**src/sv/csf_pkg.sv**
```systemverilog
package csf_pkg;

  localparam int unsigned CharW   = 8;
  localparam int unsigned LenW    = 5;
  localparam int unsigned CapW    = 11;
  localparam int unsigned IndexW  = 10;
  localparam int unsigned CfgIdxW = 2;
  localparam int unsigned CfgW    = 64;

  localparam logic [CfgIdxW-1:0] CfgQueryLow  = 2'd0;
  localparam logic [CfgIdxW-1:0] CfgQueryHigh = 2'd1;
  localparam logic [CfgIdxW-1:0] CfgQueryLen  = 2'd2;
  localparam logic [CfgIdxW-1:0] CfgCapacity  = 2'd3;

  localparam logic [CapW-1:0]  CapReset   = 11'd1024;
  localparam logic [CharW-1:0] UpperFirst = 8'h41;
  localparam logic [CharW-1:0] UpperLast  = 8'h5A;
  localparam logic [CharW-1:0] CaseOffset = 8'h20;

  typedef struct packed {
    logic [CharW-1:0] title_char;
    logic             char_present;
    logic             end_of_title;
    logic             last_title;
  } in_req_t;

  typedef struct packed {
    logic [IndexW-1:0] title_index;
    logic              title_matched;
    logic              title_kept;
    logic [IndexW-1:0] result_slot;
    logic [CapW-1:0]   kept_total;
    logic              list_done;
    logic              search_active;
  } out_res_t;

  typedef struct packed {
    logic fire;
    logic matched;
    logic last;
    logic active;
  } title_end_t;

  function automatic logic [CharW-1:0] fold_lower(input logic [CharW-1:0] c);
    logic [CharW-1:0] r;
    r = c;
    if (c inside {[UpperFirst:UpperLast]}) begin
      r = c + CaseOffset;
    end
    return r;
  endfunction

endpackage

```
**src/sv/case_insensitive_substring_filter.sv**
```systemverilog
// A title's result appears on the output in the cycle after its last item is accepted.
// Throughput: one item per cycle while in_stall_o is low; the Shift-And row of cells advances once per character.
// A result waiting under stall blocks new items only while the output register is held.
// Reset clears matcher cells, found flag, counters and output valid; the query resets
// to empty and the capacity to 1024. No clearing pass is needed after reset.
module case_insensitive_substring_filter #(
  parameter int unsigned QUERY_MAX = 16,
  parameter int unsigned LIST_MAX  = 1024
) (
  input  logic                        clk_i,
  input  logic                        rst_ni,
  input  logic                        in_valid_i,
  output logic                        in_stall_o,
  input  csf_pkg::in_req_t            in_req_i,
  output logic                        out_valid_o,
  input  logic                        out_stall_i,
  output csf_pkg::out_res_t           out_res_o,
  input  logic                        cfg_valid_i,
  output logic                        cfg_ready_o,
  input  logic [csf_pkg::CfgIdxW-1:0] cfg_index_i,
  input  logic [csf_pkg::CfgW-1:0]    cfg_data_i
);
  import csf_pkg::*;

  logic [CfgW-1:0]      qlow_q, qhigh_q;
  logic [LenW-1:0]      qlen_q;
  logic [CapW-1:0]      cap_q;
  logic [2*CfgW-1:0]    qchars;
  logic [LenW-1:0]      len_eff;
  logic [CharW-1:0]     char_f;
  logic [QUERY_MAX-1:0] match_bits, hit_bits, tail_sel, en_bits;
  logic                 in_acc, step, clear, found_hit, matched;
  logic                 found_q, found_d;
  logic                 out_valid_q, out_valid_d;
  out_res_t             out_res_q, res_calc;
  title_end_t           title_end;

  assign cfg_ready_o = 1'b1;

  always_ff @(posedge clk_i or negedge rst_ni) begin
    if (!rst_ni) begin
      qlow_q  <= '0;
      qhigh_q <= '0;
      qlen_q  <= '0;
      cap_q   <= CapReset;
    end else if (cfg_valid_i && cfg_ready_o) begin
      case (cfg_index_i)
        CfgQueryLow:  qlow_q  <= cfg_data_i;
        CfgQueryHigh: qhigh_q <= cfg_data_i;
        CfgQueryLen:  qlen_q  <= cfg_data_i[LenW-1:0];
        CfgCapacity:  cap_q   <= cfg_data_i[CapW-1:0];
        default: ;
      endcase
    end
  end

  assign qchars  = {qhigh_q, qlow_q};
  assign len_eff = (qlen_q > LenW'(QUERY_MAX)) ? LenW'(QUERY_MAX) : qlen_q;
  assign char_f  = fold_lower(in_req_i.title_char);

  assign in_stall_o = out_valid_q && out_stall_i;
  assign in_acc     = in_valid_i && !in_stall_o;
  assign step       = in_acc && in_req_i.char_present && (len_eff != '0);
  assign clear      = in_acc && in_req_i.end_of_title;

  for (genvar g = 0; g < QUERY_MAX; g++) begin : g_cell
    logic prev;
    if (g == 0) begin : g_head
      assign prev = 1'b1;
    end else begin : g_link
      assign prev = match_bits[g-1];
    end
    assign en_bits[g]  = LenW'(g) < len_eff;
    assign tail_sel[g] = len_eff == LenW'(g + 1);

    csf_cell u_cell (
      .clk_i    (clk_i),
      .rst_ni   (rst_ni),
      .prev_i   (prev),
      .enable_i (en_bits[g]),
      .qchar_i  (fold_lower(qchars[CharW*g +: CharW])),
      .char_i   (char_f),
      .step_i   (step),
      .clear_i  (clear),
      .hit_o    (hit_bits[g]),
      .match_o  (match_bits[g])
    );
  end

  assign found_hit = step && |(hit_bits & tail_sel);
  assign matched   = (len_eff == '0) || found_q || found_hit;

  always_comb begin
    found_d = found_q;
    if (clear) begin
      found_d = 1'b0;
    end else if (found_hit) begin
      found_d = 1'b1;
    end
  end

  always_comb begin
    title_end.fire    = clear;
    title_end.matched = matched;
    title_end.last    = in_req_i.last_title;
    title_end.active  = len_eff != '0;
  end

  csf_tally #(
    .LIST_MAX (LIST_MAX)
  ) u_tally (
    .clk_i      (clk_i),
    .rst_ni     (rst_ni),
    .end_i      (title_end),
    .capacity_i (cap_q),
    .res_o      (res_calc)
  );

  always_comb begin
    out_valid_d = out_valid_q && out_stall_i;
    if (clear) begin
      out_valid_d = 1'b1;
    end
  end

  always_ff @(posedge clk_i or negedge rst_ni) begin
    if (!rst_ni) begin
      found_q     <= 1'b0;
      out_valid_q <= 1'b0;
    end else begin
      found_q     <= found_d;
      out_valid_q <= out_valid_d;
    end
  end

  always_ff @(posedge clk_i) begin
    if (clear) begin
      out_res_q <= res_calc;
    end
  end

  assign out_valid_o = out_valid_q;
  assign out_res_o   = out_res_q;

  a_end_gives_result: assert property (@(posedge clk_i) disable iff (!rst_ni)
    clear |=> out_valid_o)
    else $error("title end did not produce a result");

  a_end_clears_row: assert property (@(posedge clk_i) disable iff (!rst_ni)
    clear |=> (match_bits == '0) && !found_q)
    else $error("matcher not cleared at title end");

  a_kept_implies_match: assert property (@(posedge clk_i) disable iff (!rst_ni)
    out_valid_o && out_res_o.title_kept |-> out_res_o.title_matched)
    else $error("kept title without a match");

  a_kept_slot_total: assert property (@(posedge clk_i) disable iff (!rst_ni)
    out_valid_o && out_res_o.title_kept |->
      out_res_o.kept_total[IndexW-1:0] == out_res_o.result_slot + IndexW'(1))
    else $error("kept total does not follow result slot");

endmodule

```
**src/sv/csf_cell.sv**
```systemverilog
module csf_cell (
  input  logic                      clk_i,
  input  logic                      rst_ni,
  input  logic                      prev_i,
  input  logic                      enable_i,
  input  logic [csf_pkg::CharW-1:0] qchar_i,
  input  logic [csf_pkg::CharW-1:0] char_i,
  input  logic                      step_i,
  input  logic                      clear_i,
  output logic                      hit_o,
  output logic                      match_o
);
  import csf_pkg::*;

  logic match_q, match_d;

  assign hit_o = prev_i && enable_i && (qchar_i == char_i);

  always_comb begin
    match_d = match_q;
    if (clear_i) begin
      match_d = 1'b0;
    end else if (step_i) begin
      match_d = hit_o;
    end
  end

  always_ff @(posedge clk_i or negedge rst_ni) begin
    if (!rst_ni) begin
      match_q <= 1'b0;
    end else begin
      match_q <= match_d;
    end
  end

  assign match_o = match_q;

endmodule

```
**src/sv/csf_tally.sv**
```systemverilog
module csf_tally #(
  parameter int unsigned LIST_MAX = 1024
) (
  input  logic                     clk_i,
  input  logic                     rst_ni,
  input  csf_pkg::title_end_t      end_i,
  input  logic [csf_pkg::CapW-1:0] capacity_i,
  output csf_pkg::out_res_t        res_o
);
  import csf_pkg::*;

  localparam int unsigned TitleW   = (LIST_MAX > 2) ? $clog2(LIST_MAX) : 1;
  localparam int unsigned WideW    = 17;
  localparam int unsigned CapLimit = (LIST_MAX < 2047) ? LIST_MAX : 2047;

  logic [TitleW-1:0] title_q, title_d;
  logic [CapW-1:0]   kept_q, kept_d;
  logic [CapW-1:0]   cap_eff;
  logic [CapW-1:0]   kept_next;
  logic [WideW-1:0]  title_wide;
  logic              kept;

  assign cap_eff    = (capacity_i > CapW'(CapLimit)) ? CapW'(CapLimit) : capacity_i;
  assign kept       = end_i.matched && (kept_q < cap_eff);
  assign kept_next  = kept ? kept_q + CapW'(1) : kept_q;
  assign title_wide = WideW'(title_q);

  always_comb begin
    title_d = title_q;
    kept_d  = kept_q;
    if (end_i.fire) begin
      if (end_i.last) begin
        title_d = '0;
        kept_d  = '0;
      end else begin
        kept_d = kept_next;
        if (title_q == TitleW'(LIST_MAX - 1)) begin
          title_d = '0;
        end else begin
          title_d = title_q + TitleW'(1);
        end
      end
    end
  end

  always_ff @(posedge clk_i or negedge rst_ni) begin
    if (!rst_ni) begin
      title_q <= '0;
      kept_q  <= '0;
    end else begin
      title_q <= title_d;
      kept_q  <= kept_d;
    end
  end

  always_comb begin
    res_o.title_index   = title_wide[IndexW-1:0];
    res_o.title_matched = end_i.matched;
    res_o.title_kept    = kept;
    res_o.result_slot   = kept ? kept_q[IndexW-1:0] : '0;
    res_o.kept_total    = kept_next;
    res_o.list_done     = end_i.last;
    res_o.search_active = end_i.active;
  end

endmodule
```
**config.mk**
```make
export PLATFORM = sky130hd
export DESIGN_NAME = case_insensitive_substring_filter
export DESIGN_NICKNAME = d
export VERILOG_FILES = /design/src/sv/csf_pkg.sv /design/src/sv/case_insensitive_substring_filter.sv /design/src/sv/csf_cell.sv /design/src/sv/csf_tally.sv
export SDC_FILE = /design/constraint.sdc
export NUM_CORES = 1
export LEC_CHECK = 0
export ABC_AREA = 0
export BUFFER_PORTS_ARGS = -buffer_cell sky130_fd_sc_hd__buf_2
export CAP_MARGIN = 20
export CORE_ASPECT_RATIO = 1.75
export CORE_UTILIZATION = 54
export DETAILED_ROUTE_END_ITERATION = 8
export GPL_TIMING_DRIVEN = 0
export PLACE_DENSITY_LB_ADDON = 0.05
export SYNTH_ARGS = -nofsm -noshare
export SYNTH_HDL_FRONTEND = slang
export SYNTH_HIERARCHICAL = 1
export SYNTH_SLANG_ARGS = --single-unit
```
**constraint.sdc**
```tcl
create_clock -name clk_i -period 4.25 [get_ports clk_i]
set_clock_uncertainty 0.1 [all_clocks]
set_input_delay 0.2125 -clock clk_i [delete_from_list [all_inputs] [get_ports clk_i]]
set_output_delay 0.2125 -clock clk_i [all_outputs]
set_load 0.01 [all_outputs]
```
==> metrics.csv <==
stage,metric,value,unit
layout,final_nets,1434,
pwr,power_leakage,6.38,nW
synthesis,syn_avg_cell_area,11.4,µm²
die,die_area,23400,µm²
timing,period_minus_slack,4260,ps
global_routing,grt_start_max_net_pins,110,
worst_setup_path,critPathMaxFanout,4,
clock_network,path_clk_slew,60,ps
global_routing,grt_pass1_wl,49.5,mm
die,core_area,22300,µm²
die,die_h,202,µm
layout,fin_cells,1634,
die,boundaryPins,120,
pwr,switching_share,31.3,%
global_routing,grt_pass1_vias,9596,
layout,drive_above_1_share,33.9,%
worst_setup_path,rr_endpoint,out_res_o[11],
detailed_routing,drt_wl_total,31.3,mm
timing,hold_viol_final,0,
clock_network,clock_path_buffers,3,
placement,io_buffer_count,117,
placement,place_area,13300,µm²
synthesis,synthCells,1075,
detailed_routing,ant_nets,0,
layout,antenna_cells,0,
die,die_w,116,µm
pwr,p_switching,2.06,mW
timing,fin_crit_sh,100,%
outcome,violations,negative setup slack,
layout,syn2layout_area_growth,25.8,%
worst_setup_path,crit_type,flop to flop,
pwr,cellPowerDensity,427,nW/µm²
clock_network,cts_tree,yes,
synthesis,yosys_warnings,6,
timing,fmax,0.235,GHz
timing,fin_setup_tns,-24.6,ps
clock_network,numCtsBuffers,22,
layout,fin_area,15500,µm²
detailed_routing,routed-via-count,9499,
pwr,clockPowerShare,29.7,%
worst_setup_path,worstPathRequired,4400,ps
run,max_cap_viol_count,0,
clock_network,cts.sinks,217,
clock_network,htree_levels,1,
layout,final_common_cell,dfrtp_1,
detailed_routing,wl_per_cell,19.2,µm
detailed_routing,route.detailed.drc,0,
global_routing,track_usage,27.3,%
worst_setup_path,r2r_start,qhigh_q[25],
timing,maxSlewHeadroom,28.6,%
layout,mostFrequentLayoutCells,"dfrtp_1, mux2_2, buf_2, xor2_1, dlygate4sd3_1",
pwr,vdd_drop_max,0.466,mV
outcome,outcome,finished with violations,
clock_network,ctsRootBufferMaster,clkbuf_16,
worst_setup_path,cp-startpoint,qhigh_q[25],
die,initial_utilization,55.2,%
detailed_routing,drtIter0Drc,432,
die,rows,72,
pwr,combPwrFrac,27.2,%
worst_setup_path,ff2ff_setup_slack,-10,ps
pwr,power_frac_seq,43.1,%
layout,multi_input_area,6820,µm²
timing,rsz0062_at_grt,yes,
synthesis,synth_area,12300,µm²
min_path,min_path_cells,3,
worst_setup_path,start_kind,flop,
detailed_routing,dr.pass1.iters,6,
timing,slew_viol_final,0,
timing,setup_viol,2,
timing,fin_ws,-13.4,ps
worst_setup_path,endpoint,out_res_o[11],
placement,gp_congestion,0.913,
pwr,p_int,4.53,mW
timing,tightest_slew,1070,ps
worst_setup_path,worst_ep_arrival_time,4420,ps
worst_setup_path,worst_setup_path_end_kind,flop,
detailed_routing,viasPerCell,5.81,
min_path,min-delay-path-class,input pin to flop,
clock_network,worst_skew_pair.late_latency,510,ps
global_routing,antenna_found_initial,0,
layout,fillerInstances,1698,
global_routing,grt-ovfl-total,0,
layout,register_area,5610,µm²
placement,dpl.hpwl,21.3,mm
placement,dp_cells,1493,
worst_setup_path,r2r_cells,17,
[repair_timing]
item | CTS | global route
hold buffers | 67 | 0
pin swaps | 11 | 21
setup endpoints to repair | 33 | 20
endpoints found under the hold margin | 254 | 0
resized for setup | 35 | 56
buffers inserted | 14 | 20
[worst min path at each step]
stage	to	start	slack [ps]
floorplan	cap_q[0]	rst_ni	-180
global placement	out_res_o[1]	in_req_i[0]	290
detailed placement	cap_q[9]	rst_ni	240
CTS	cap_q[1]	cfg_index_i[1]	6
global route	cap_q[1]	cfg_index_i[1]	40
finish	cap_q[1]	cfg_index_i[1]	20
[critical path: stages, from the launching register on]
cell,delay (ps)
dfrtp_1,410
or4_4,560
o22ai_4,170
nor4b_4,70
or2_4,240
xor2_2,160
nor3_2,210
nand3_2,140
nor4_4,360
mux2_4,200
a211o_1,170
nand3_4,90
o21ai_4,210
and4_4,250
and3_4,220
and3_4,200
and3_4,190
xnor2_1,60
[per-layer routing]
layer,track usage (%),part of all wire (%)
met3,2.68,3.2
met5,0,0
met4,10.4,4.1
met2,52.9,56
met1,29.3,37
[final cells by class]
cell class                      count  share of cell area (%)
Buffer                             39                    1.48
Timing Repair Buffer              222                    10.4
Sequential cell                   217                    36.3
Clock inverter                      9                   0.631
Inverter                           24                   0.583
Multi-Input combinational cell    796                    44.1
Clock buffer                       31                    4.05
Tap cell                          296                    2.40
[metrics by stage]
step	worst slack, ps	hold WS, ps	total power [mW]	utilization, %
global placement	-1610	291	4.31	59.5
detailed placement	-1470	238	4.37	59.9
floorplan	94.5	-183	3.89	-
global route	-134	36.9	6.94	69.5
CTS	3.62	6.07	6.46	67.4
finish	-13.4	20.2	6.59	69.5
[power by group through the flow]
stage | Sequential, mW | Clock, mW | Combinational, mW
after global routing | 2.89 | 2.08 | 1.97
final | 2.84 | 1.96 | 1.79
after floorplan | 2.75 | 0 | 1.14
after CTS | 2.82 | 2.00 | 1.64
after global placement | 2.85 | 0 | 1.46
after detailed placement | 2.86 | 0 | 1.51
[sequential cells by signal, summed over array words and instances (netlist names)]
| signal | flops |
|---|---|
| cap_q | 11 |
| found_q | 1 |
| g_cell.u_cell/match_o | 15 |
| out_res_o | 35 |
| out_valid_o | 1 |
| qhigh_q | 64 |
| qlen_q | 5 |
| qlow_q | 64 |
| u_tally/kept_q | 11 |
| u_tally/title_q | 10 |
Power figures use the tool's default switching activity.
